### src/rtl/core/sha256_ctrl.sv
// ----------------------------------------------------------------------------
// sha256_ctrl
// Holds no logic; the hash unit's controller is sha256_seq.
// ----------------------------------------------------------------------------

### src/rtl/core/sha256_pkg.sv
// ----------------------------------------------------------------------------
// sha256_pkg
// Shared types, constants and the rotate helper of the SHA-256 hash unit.
// ----------------------------------------------------------------------------
package sha256_pkg;

  localparam int WordW  = 32;
  localparam int BlockBytes = 64;
  localparam int DigestWords = 8;

  typedef logic [31:0] word_t;

  typedef enum logic [2:0] {
    S_IDLE,
    S_LOAD,
    S_ROUND,
    S_FOLD,
    S_PAD,
    S_EMIT
  } sha_state_t;

  // Controller to datapath commands
  typedef struct packed {
    logic take_byte;   // store input byte, advance fill and length
    logic load_work;   // copy hash state into working vars, start schedule
    logic do_round;    // run one compression round
    logic fold;        // add working vars into hash state
    logic pad_fill;    // write one padding byte at the fill pointer
    logic pad_mark;    // padding byte is the 0x80 marker
    logic pad_len;     // length bytes go in the last eight slots of this block
    logic pad_clear;   // reset hash state, fill and length
  } sha_cmd_t;

  // Datapath to controller status
  typedef struct packed {
    logic [5:0] fill;
    logic       round_last;
  } sha_stat_t;

  localparam word_t InitHash [8] = '{
    32'h6A09E667, 32'hBB67AE85, 32'h3C6EF372, 32'hA54FF53A,
    32'h510E527F, 32'h9B05688C, 32'h1F83D9AB, 32'h5BE0CD19
  };

  localparam word_t RoundK [64] = '{
    32'h428A2F98, 32'h71374491, 32'hB5C0FBCF, 32'hE9B5DBA5,
    32'h3956C25B, 32'h59F111F1, 32'h923F82A4, 32'hAB1C5ED5,
    32'hD807AA98, 32'h12835B01, 32'h243185BE, 32'h550C7DC3,
    32'h72BE5D74, 32'h80DEB1FE, 32'h9BDC06A7, 32'hC19BF174,
    32'hE49B69C1, 32'hEFBE4786, 32'h0FC19DC6, 32'h240CA1CC,
    32'h2DE92C6F, 32'h4A7484AA, 32'h5CB0A9DC, 32'h76F988DA,
    32'h983E5152, 32'hA831C66D, 32'hB00327C8, 32'hBF597FC7,
    32'hC6E00BF3, 32'hD5A79147, 32'h06CA6351, 32'h14292967,
    32'h27B70A85, 32'h2E1B2138, 32'h4D2C6DFC, 32'h53380D13,
    32'h650A7354, 32'h766A0ABB, 32'h81C2C92E, 32'h92722C85,
    32'hA2BFE8A1, 32'hA81A664B, 32'hC24B8B70, 32'hC76C51A3,
    32'hD192E819, 32'hD6990624, 32'hF40E3585, 32'h106AA070,
    32'h19A4C116, 32'h1E376C08, 32'h2748774C, 32'h34B0BCB5,
    32'h391C0CB3, 32'h4ED8AA4A, 32'h5B9CCA4F, 32'h682E6FF3,
    32'h748F82EE, 32'h78A5636F, 32'h84C87814, 32'h8CC70208,
    32'h90BEFFFA, 32'hA4506CEB, 32'hBEF9A3F7, 32'hC67178F2
  };

  localparam logic [7:0] PadByte = 8'h80;
  localparam logic [5:0] LenPos = 6'd56;

  function automatic word_t rotr(input word_t v, input int n);
    rotr = (v >> n) | (v << (32 - n));
  endfunction

endpackage

### src/rtl/core/sha256_if.sv
// ----------------------------------------------------------------------------
// sha256_in_if / sha256_out_if
// Valid/ready channels for message bytes and digest words.
// ----------------------------------------------------------------------------
interface sha256_in_if (input logic clk);
  logic       valid;
  logic       ready;
  logic [7:0] data_byte;
  logic       has_byte;
  logic       last_byte;
  modport source (output valid, data_byte, has_byte, last_byte, input ready);
  modport sink (input valid, data_byte, has_byte, last_byte, output ready);
endinterface

interface sha256_out_if (input logic clk);
  logic        valid;
  logic        ready;
  logic [31:0] digest_word;
  logic [2:0]  word_index;
  logic        last_word;
  modport source (output valid, digest_word, word_index, last_word, input ready);
  modport sink (input valid, digest_word, word_index, last_word, output ready);
endinterface

### src/rtl/core/sha256_datapath.sv
// ----------------------------------------------------------------------------
// sha256_datapath
// Block buffer, rolling schedule, round logic, hash state and length counter.
// ----------------------------------------------------------------------------
module sha256_datapath import sha256_pkg::*; (
  input  logic       clk,
  input  logic       rst,
  input  sha_cmd_t   cmd,
  input  logic [7:0] in_byte,
  input  logic [2:0] out_sel,
  output sha_stat_t  stat,
  output word_t      out_word
);

  word_t       buffer [BlockBytes/4];
  logic [5:0]  fill;
  logic [63:0] message_bits;
  logic [5:0]  round;
  word_t       hash [8];
  word_t       work [8];
  word_t       sched [16];
  word_t       w_cur;

  logic [7:0] pad_val;
  word_t w_next, sg0, sg1, s1, ch, t1, s0, maj;

  // Padding byte: 0x80 marker, zeros, then the length in the last eight
  always_comb begin
    pad_val = 8'h00;
    if (cmd.pad_mark)
      pad_val = PadByte;
    else if (cmd.pad_len && fill >= LenPos)
      pad_val = message_bits[{~fill[2:0], 3'b000} +: 8];
  end

  // Next schedule word, one round ahead, and the round function
  always_comb begin
    sg0    = rotr(sched[2], 7) ^ rotr(sched[2], 18) ^ (sched[2] >> 3);
    sg1    = rotr(sched[15], 17) ^ rotr(sched[15], 19) ^ (sched[15] >> 10);
    w_next = (round < 6'd15) ? sched[1] : sched[1] + sg0 + sched[10] + sg1;
    s1     = rotr(work[4], 6) ^ rotr(work[4], 11) ^ rotr(work[4], 25);
    ch     = (work[4] & work[5]) ^ (~work[4] & work[6]);
    t1     = work[7] + s1 + ch + RoundK[round] + w_cur;
    s0     = rotr(work[0], 2) ^ rotr(work[0], 13) ^ rotr(work[0], 22);
    maj    = (work[0] & work[1]) ^ (work[0] & work[2]) ^ (work[1] & work[2]);
  end

  // Buffer writes, big-endian bytes within each word
  always_ff @(posedge clk) begin
    if (cmd.take_byte) buffer[fill[5:2]][{~fill[1:0], 3'b000} +: 8] <= in_byte;
    else if (cmd.pad_fill) buffer[fill[5:2]][{~fill[1:0], 3'b000} +: 8] <= pad_val;
  end

  // Fill pointer, length and hash state
  always_ff @(posedge clk) begin
    if (rst || cmd.pad_clear) begin
      fill <= '0;
      message_bits <= '0;
      for (int i = 0; i < 8; i++) hash[i] <= InitHash[i];
    end else begin
      if (cmd.take_byte) begin
        fill <= fill + 6'd1;
        message_bits <= message_bits + 64'd8;
      end else if (cmd.pad_fill) begin
        fill <= fill + 6'd1;
      end
      if (cmd.fold)
        for (int i = 0; i < 8; i++) hash[i] <= hash[i] + work[i];
    end
  end

  // Round counter and working registers
  always_ff @(posedge clk) begin
    if (cmd.load_work) begin
      round <= '0;
      w_cur <= buffer[0];
      for (int i = 0; i < 8; i++) work[i] <= hash[i];
      for (int i = 0; i < 16; i++) sched[i] <= buffer[i];
    end else if (cmd.do_round) begin
      round <= round + 6'd1;
      w_cur <= w_next;
      for (int i = 0; i < 15; i++) sched[i] <= sched[i+1];
      sched[15] <= w_cur;
      work[7] <= work[6];
      work[6] <= work[5];
      work[5] <= work[4];
      work[4] <= work[3] + t1;
      work[3] <= work[2];
      work[2] <= work[1];
      work[1] <= work[0];
      work[0] <= t1 + s0 + maj;
    end
  end

  assign stat.fill = fill;
  assign stat.round_last = (round == 6'd63);
  assign out_word = hash[out_sel];

endmodule

### src/rtl/core/sha256_seq.sv
// ----------------------------------------------------------------------------
// sha256_seq
// Controller for intake, block compression, padding and digest beats.
// ----------------------------------------------------------------------------
module sha256_seq import sha256_pkg::*; (
  input  logic       clk,
  input  logic       rst,
  input  logic       in_valid,
  input  logic       in_has,
  input  logic       in_last,
  output logic       in_ready,
  output logic       out_valid,
  input  logic       out_ready,
  output logic [2:0] out_sel,
  output sha_cmd_t   cmd,
  input  sha_stat_t  stat
);

  sha_state_t state, state_next;
  logic       closing, closing_next;   // message ended, padding owed
  logic       padded, padded_next;     // 0x80 already written
  logic       lenin, lenin_next;       // length lies in the block being padded
  logic [2:0] sel, sel_next;

  always_ff @(posedge clk) begin
    if (rst) begin
      state <= S_IDLE;
      closing <= 1'b0;
      padded <= 1'b0;
      lenin <= 1'b0;
      sel <= '0;
    end else begin
      state <= state_next;
      closing <= closing_next;
      padded <= padded_next;
      lenin <= lenin_next;
      sel <= sel_next;
    end
  end

  always_comb begin
    state_next = state;
    closing_next = closing;
    padded_next = padded;
    lenin_next = lenin;
    sel_next = sel;
    cmd = '0;
    in_ready = 1'b0;
    out_valid = 1'b0;
    case (state)
      S_IDLE: begin
        in_ready = 1'b1;
        if (in_valid) begin
          cmd.take_byte = in_has;
          closing_next = in_last;
          padded_next = 1'b0;
          lenin_next = 1'b0;
          if (in_has && stat.fill == 6'd63) state_next = S_LOAD;
          else if (in_last) state_next = S_PAD;
        end
      end
      S_LOAD: begin
        cmd.load_work = 1'b1;
        state_next = S_ROUND;
      end
      S_ROUND: begin
        cmd.do_round = 1'b1;
        if (stat.round_last) state_next = S_FOLD;
      end
      S_FOLD: begin
        cmd.fold = 1'b1;
        if (lenin) begin
          sel_next = '0;
          state_next = S_EMIT;
        end else if (closing) begin
          // marker already went out: the next block carries only the length
          if (padded) lenin_next = 1'b1;
          state_next = S_PAD;
        end else state_next = S_IDLE;
      end
      S_PAD: begin
        // one padding byte a cycle up to the block end
        cmd.pad_fill = 1'b1;
        padded_next = 1'b1;
        if (!padded) begin
          // marker first; the length fits only if the marker lands before byte 56
          cmd.pad_mark = 1'b1;
          lenin_next = (stat.fill < LenPos);
        end else begin
          cmd.pad_len = lenin;
        end
        if (stat.fill == 6'd63) state_next = S_LOAD;
      end
      S_EMIT: begin
        out_valid = 1'b1;
        if (out_ready) begin
          sel_next = sel + 3'd1;
          if (sel == 3'd7) begin
            cmd.pad_clear = 1'b1;
            closing_next = 1'b0;
            state_next = S_IDLE;
          end
        end
      end
      default: state_next = S_IDLE;
    endcase
  end

  assign out_sel = sel;

endmodule

### src/rtl/core/sha256_message_hash_unit.sv
// ----------------------------------------------------------------------------
// sha256_message_hash_unit
// SHA-256 over a byte stream; eight digest words per closed message.
// ----------------------------------------------------------------------------
// One byte is taken per cycle while a block fills. The 64th byte of a block
// starts compression: a load, the 64 rounds on one shared round unit and
// a fold, during which input is held off. A closing item writes the padding
// one byte a cycle to the block end (again into a second length block when
// the length does not fit), compresses, then presents the digest as eight
// beats, word 0 first; the unit returns to its initial hash afterwards.
module sha256_message_hash_unit import sha256_pkg::*; (
  input logic clk,
  input logic rst,
  sha256_in_if.sink    in_ch,
  sha256_out_if.source out_ch
);

  sha_cmd_t   cmd;
  sha_stat_t  stat;
  logic [2:0] sel;
  word_t      word;

  sha256_datapath u_dp (
    .clk, .rst, .cmd, .in_byte(in_ch.data_byte), .out_sel(sel), .stat,
    .out_word(word)
  );

  sha256_seq u_seq (
    .clk, .rst,
    .in_valid(in_ch.valid), .in_has(in_ch.has_byte), .in_last(in_ch.last_byte),
    .in_ready(in_ch.ready),
    .out_valid(out_ch.valid), .out_ready(out_ch.ready), .out_sel(sel),
    .cmd, .stat
  );

  assign out_ch.digest_word = word;
  assign out_ch.word_index = sel;
  assign out_ch.last_word = (sel == 3'd7);

endmodule

### src/flat_wrapper.sv
// flat-port wrapper written by rule: the top's interface ports become plain ports
module sha256_message_hash_unit_flat import sha256_pkg::*;
  (clk, rst, in_ch_valid, in_ch_data_byte, in_ch_has_byte, in_ch_last_byte, in_ch_ready, out_ch_valid, out_ch_digest_word, out_ch_word_index, out_ch_last_word, out_ch_ready);
  sha256_in_if in_ch_i (.clk(clk));
  sha256_out_if out_ch_i (.clk(clk));
  input logic clk;
  input logic rst;
  input wire logic [$bits(in_ch_i.valid)-1:0] in_ch_valid;
  input wire logic [$bits(in_ch_i.data_byte)-1:0] in_ch_data_byte;
  input wire logic [$bits(in_ch_i.has_byte)-1:0] in_ch_has_byte;
  input wire logic [$bits(in_ch_i.last_byte)-1:0] in_ch_last_byte;
  output wire logic [$bits(in_ch_i.ready)-1:0] in_ch_ready;
  output wire logic [$bits(out_ch_i.valid)-1:0] out_ch_valid;
  output wire logic [$bits(out_ch_i.digest_word)-1:0] out_ch_digest_word;
  output wire logic [$bits(out_ch_i.word_index)-1:0] out_ch_word_index;
  output wire logic [$bits(out_ch_i.last_word)-1:0] out_ch_last_word;
  input wire logic [$bits(out_ch_i.ready)-1:0] out_ch_ready;
  assign in_ch_i.valid = in_ch_valid;
  assign in_ch_i.data_byte = in_ch_data_byte;
  assign in_ch_i.has_byte = in_ch_has_byte;
  assign in_ch_i.last_byte = in_ch_last_byte;
  assign in_ch_ready = in_ch_i.ready;
  assign out_ch_valid = out_ch_i.valid;
  assign out_ch_digest_word = out_ch_i.digest_word;
  assign out_ch_word_index = out_ch_i.word_index;
  assign out_ch_last_word = out_ch_i.last_word;
  assign out_ch_i.ready = out_ch_ready;
  sha256_message_hash_unit u_core (.clk(clk), .rst(rst), .in_ch(in_ch_i), .out_ch(out_ch_i));
endmodule
### config.mk
export PLATFORM = sky130hd
export DESIGN_NAME = sha256_message_hash_unit_flat
export DESIGN_NICKNAME = d
export VERILOG_FILES = /design/src/rtl/core/sha256_ctrl.sv /design/src/rtl/core/sha256_pkg.sv /design/src/rtl/core/sha256_if.sv /design/src/rtl/core/sha256_datapath.sv /design/src/rtl/core/sha256_seq.sv /design/src/rtl/core/sha256_message_hash_unit.sv /design/src/flat_wrapper.sv
export SDC_FILE = /design/constraint.sdc
export NUM_CORES = 2
export LEC_CHECK = 0
export BUFFER_PORTS_ARGS = -buffer_cell sky130_fd_sc_hd__clkbuf_2
export CAP_MARGIN = 20
export CELL_PAD_IN_SITES_DETAIL_PLACEMENT = 2
export CELL_PAD_IN_SITES_GLOBAL_PLACEMENT = 2
export CORE_ASPECT_RATIO = 0.9
export CORE_UTILIZATION = 40
export CTS_BUF_LIST = sky130_fd_sc_hd__clkbuf_4 sky130_fd_sc_hd__clkbuf_8 sky130_fd_sc_hd__clkbuf_16
export CTS_CLUSTER_SIZE = 25
export DETAILED_ROUTE_END_ITERATION = 8
export PLACE_DENSITY_LB_ADDON = 0.1
export SYNTH_ARGS = -nofsm -noshare
export SYNTH_HDL_FRONTEND = slang
export SYNTH_HIERARCHICAL = 1
export SYNTH_SLANG_ARGS = --single-unit
### constraint.sdc
create_clock -name clk -period 12 [get_ports clk]
set_clock_uncertainty 0.15 [all_clocks]
set_input_delay 1.2 -clock clk [delete_from_list [all_inputs] [get_ports clk]]
set_output_delay 1.2 -clock clk [all_outputs]
set_load 0.02 [all_outputs]
==> results.toml <==
[place]
place_area_mm2 = 0.0954
gp_congestion = 0.921
port_buffers = 51
dp_hpwl_um = 259000

[timing]
rsz0062_at_grt = "no"
final.min_clock_period_ns = 9.87
tns_ns = 0
timing.final.hold_violations = 0
finalCritPeriodShare_pct = 82.3
max_slew_margin_pct = 22.9
fmax_ghz = 0.101
tightest_slew_ns = 1.14
report.final.slew_viol_count = 0
finalSetupViolCount = 0

[final_layout]
area_growth_pct = 10.9
fillers = 23243
fin_nets = 8954
drive_above_1_share_pct = 10.7
post-route-util_pct = 44.7
final_cell_area_mm2 = 0.102

[die]
io_pins = 52
die-width_um = 506
die_area_mm2 = 0.231
start_util_pct = 40.3
design.core.area_mm2 = 0.227
die_h_um = 456
rows = 166

[synth]
ys_types = 97
synth_edf_count = 1536
synth_nets = 8973
ys.flop_type = "edfxtp_1"
async_flop_share_pct = 0
netlist_area_mm2 = 0.0916
synthCells = 8366
ys_ff_latch = 1618
yosys_warnings = 6
ys_seq_area_share_pct = 52.1
avgSynthCellArea_um2 = 10.9

[clock_network]
postCtsSetupRepairBufs = 0
cts.htree.levels = 4
tritoncts = "done"
path_clk_slew_ns = 0.06
worstSkewPairLatency_ns = 0.88
cts_max_path_buffers = 3
clockRootBuffer = "clkbuf_16"
cts_resized = 0
cts_buffers = 184
cts_hold_buf = 0
clock-sinks = 1618

[setup_path]
critPathKind = "reg -> reg"
worst-path-max-fanout = 12
crit_slowest_cell = "nor2_1"
reg2reg_from = "u_core/u_dp/round[1]"
cp.required_ns = 12.39
start_kind = "register"
arrival_ns = 10.27
crit_top_cell = "inv_1"
cp-end-kind = "register"
crit_path_max_incr_delay_ns = 0.72
crit_start = "u_core/u_dp/round[1]"

[drt]
first_pass_iters = 6
routed_wirelength_um = 353000
drc_errors = 0
wl_per_cell_um = 30.6
vias = 66692
first_iter_violations = 4713
via_per_inst = 5.79
ant_nets = 0

[hold_path]
min_from = "u_core/u_dp/sched[0][219]"
hold_path_class = "reg -> reg"

[global_routing]
grt_remaining_overflow = 0
grt_pass1_wl_um = 512000
grt_antenna_before_repair = 15
grt_pass1_vias = 72187
grt_usage_pct = 30.3
grt_max_degree = 183

[job]
maxCapViolCount = 0

[outcome]
status = "completed"
[placed cells by master (no fill, tap or decap), drive strengths merged, types with 94 or more instances in the layout]
cell type     n
a21oi       404
edfxtp     1536
nor3         94
xor2        209
o21ai       387
nand2      1963
ha          398
xnor2       386
clkbuf      275
a21o        208
inv         335
nor2        473
buf         112
fa          195
nand3        96
mux2        261
[routing by layer]
layer,track usage [%],vias up,share of wire (%)
li1,-,29645,-
met1,38.7,35130,43
met2,52.7,1406,50
met3,3.19,501,3.4
met4,11.6,10,4.1
met5,0,-,0.018
[registers in the layout, indices dropped and copies added, names as in the netlist]
signal                    count
u_core/u_dp/buffer          512
u_core/u_dp/fill              6
u_core/u_dp/hash            256
u_core/u_dp/message_bits     61
u_core/u_dp/round             6
u_core/u_dp/sched           480
u_core/u_dp/w_cur            32
u_core/u_dp/work            256
u_core/u_seq/closing          1
u_core/u_seq/lenin            1
u_core/u_seq/out_sel          3
u_core/u_seq/padded           1
u_core/u_seq/state            3
[critical path, delay by kind of cell, from the launching register on]
kind / cells / cell delay [ns]
AOI/OAI and AO/OA: 14 / 3.76
xor gates and xnor gates: 2 / 0.44
buffers and inverters: 5 / 0.63
and+or+nand+nor: 6 / 1.36
DFF: 1 / 0.31
adders and majority gates: 7 / 2.91
[through the flow]
step           std cells  hold WS (ns)  setup slack [ns]
2_1_floorplan       8366         0.296             0.510
3_3_place_gp       11180         0.326              2.41
3_5_place_dp       11184         0.347              2.33
4_1_cts            11520         0.355              2.24
5_1_grt            11522         0.379              1.75
6_report           11525         0.344              2.13
[area by class of cell]
| class | instances | area (µm²) | area share [%] |
|---|---|---|---|
| clock buffer | 224 | 4930 | 4.85 |
| tap | 3024 | 3780 | 3.73 |
| timing repair buffer | 163 | 1170 | 1.16 |
| multi-input combinational | 6049 | 41400 | 40.8 |
| antenna | 4 | 10.0 | 0.00985 |
| sequential | 1618 | 47800 | 47.0 |
| inverter | 331 | 1240 | 1.22 |
| clock inverter | 112 | 1200 | 1.18 |
[path summary, 6_finish.rpt]
path | end | slack [ns] | cells after the start
hold / removal | u_core/u_dp/sched[0][187] | 0.34 | 2
setup reg to reg | u_core/u_dp/work[0][29] | 2.13 | 34
hold reg to reg | u_core/u_dp/sched[0][187] | 0.34 | 2
setup / recovery | u_core/u_dp/work[0][29] | 2.13 | 34
[synthesized netlist by cell type, types with 10 or more instances]
cell | n | area (µm²)
a211o_1 | 19 | 166
a211oi_1 | 60 | 450
a21o_1 | 208 | 1560
a21oi_1 | 399 | 2000
a221o_1 | 15 | 150
a221oi_1 | 12 | 105
a311oi_1 | 12 | 105
a31oi_1 | 53 | 332
and2_1 | 27 | 169
and3_1 | 50 | 313
and4_1 | 11 | 96.3
buf_1 | 27 | 101
clkbuf_1 | 335 | 1260
dfxtp_1 | 82 | 1640
edfxtp_1 | 1536 | 46100
fa_1 | 195 | 3900
ha_1 | 398 | 4980
inv_1 | 330 | 1240
mux2_2 | 259 | 2920
mux2i_1 | 36 | 360
mux4_2 | 80 | 1800
nand2_1 | 1963 | 7370
nand2b_1 | 64 | 400
nand3_1 | 96 | 480
nand3b_1 | 17 | 128
nand4_1 | 42 | 263
nor2_1 | 472 | 1770
nor2b_1 | 68 | 425
nor3_1 | 92 | 460
nor3b_1 | 21 | 158
o211ai_1 | 43 | 323
o21a_1 | 48 | 360
o21ai_0 | 301 | 1510
o21ai_1 | 84 | 420
o21bai_1 | 35 | 263
o22ai_1 | 11 | 68.8
o311ai_0 | 17 | 149
o31a_1 | 10 | 87.6
o31ai_1 | 24 | 180
or2_2 | 17 | 106
or3_1 | 49 | 307
xnor2_1 | 386 | 3380
xor2_1 | 209 | 1830
[cells by family (layout without fill, tap and decap cells)]
family	count (synthesis)	after routing	share of synthesized area (%)
and+or+nand+nor	3027	3027	14.0
AOI/OAI and AO/OA	1453	1453	10.0
muxes	377	377	5.57
DFF	1618	1618	52.1
xor gates and xnor gates	595	595	5.69
buffers and inverters	699	830	2.88
other	0	4	0
adders and majority gates	597	597	9.74
Power is not shown: default switching activity piles up to over one toggle a cycle in this logic, so the estimate is an artifact.
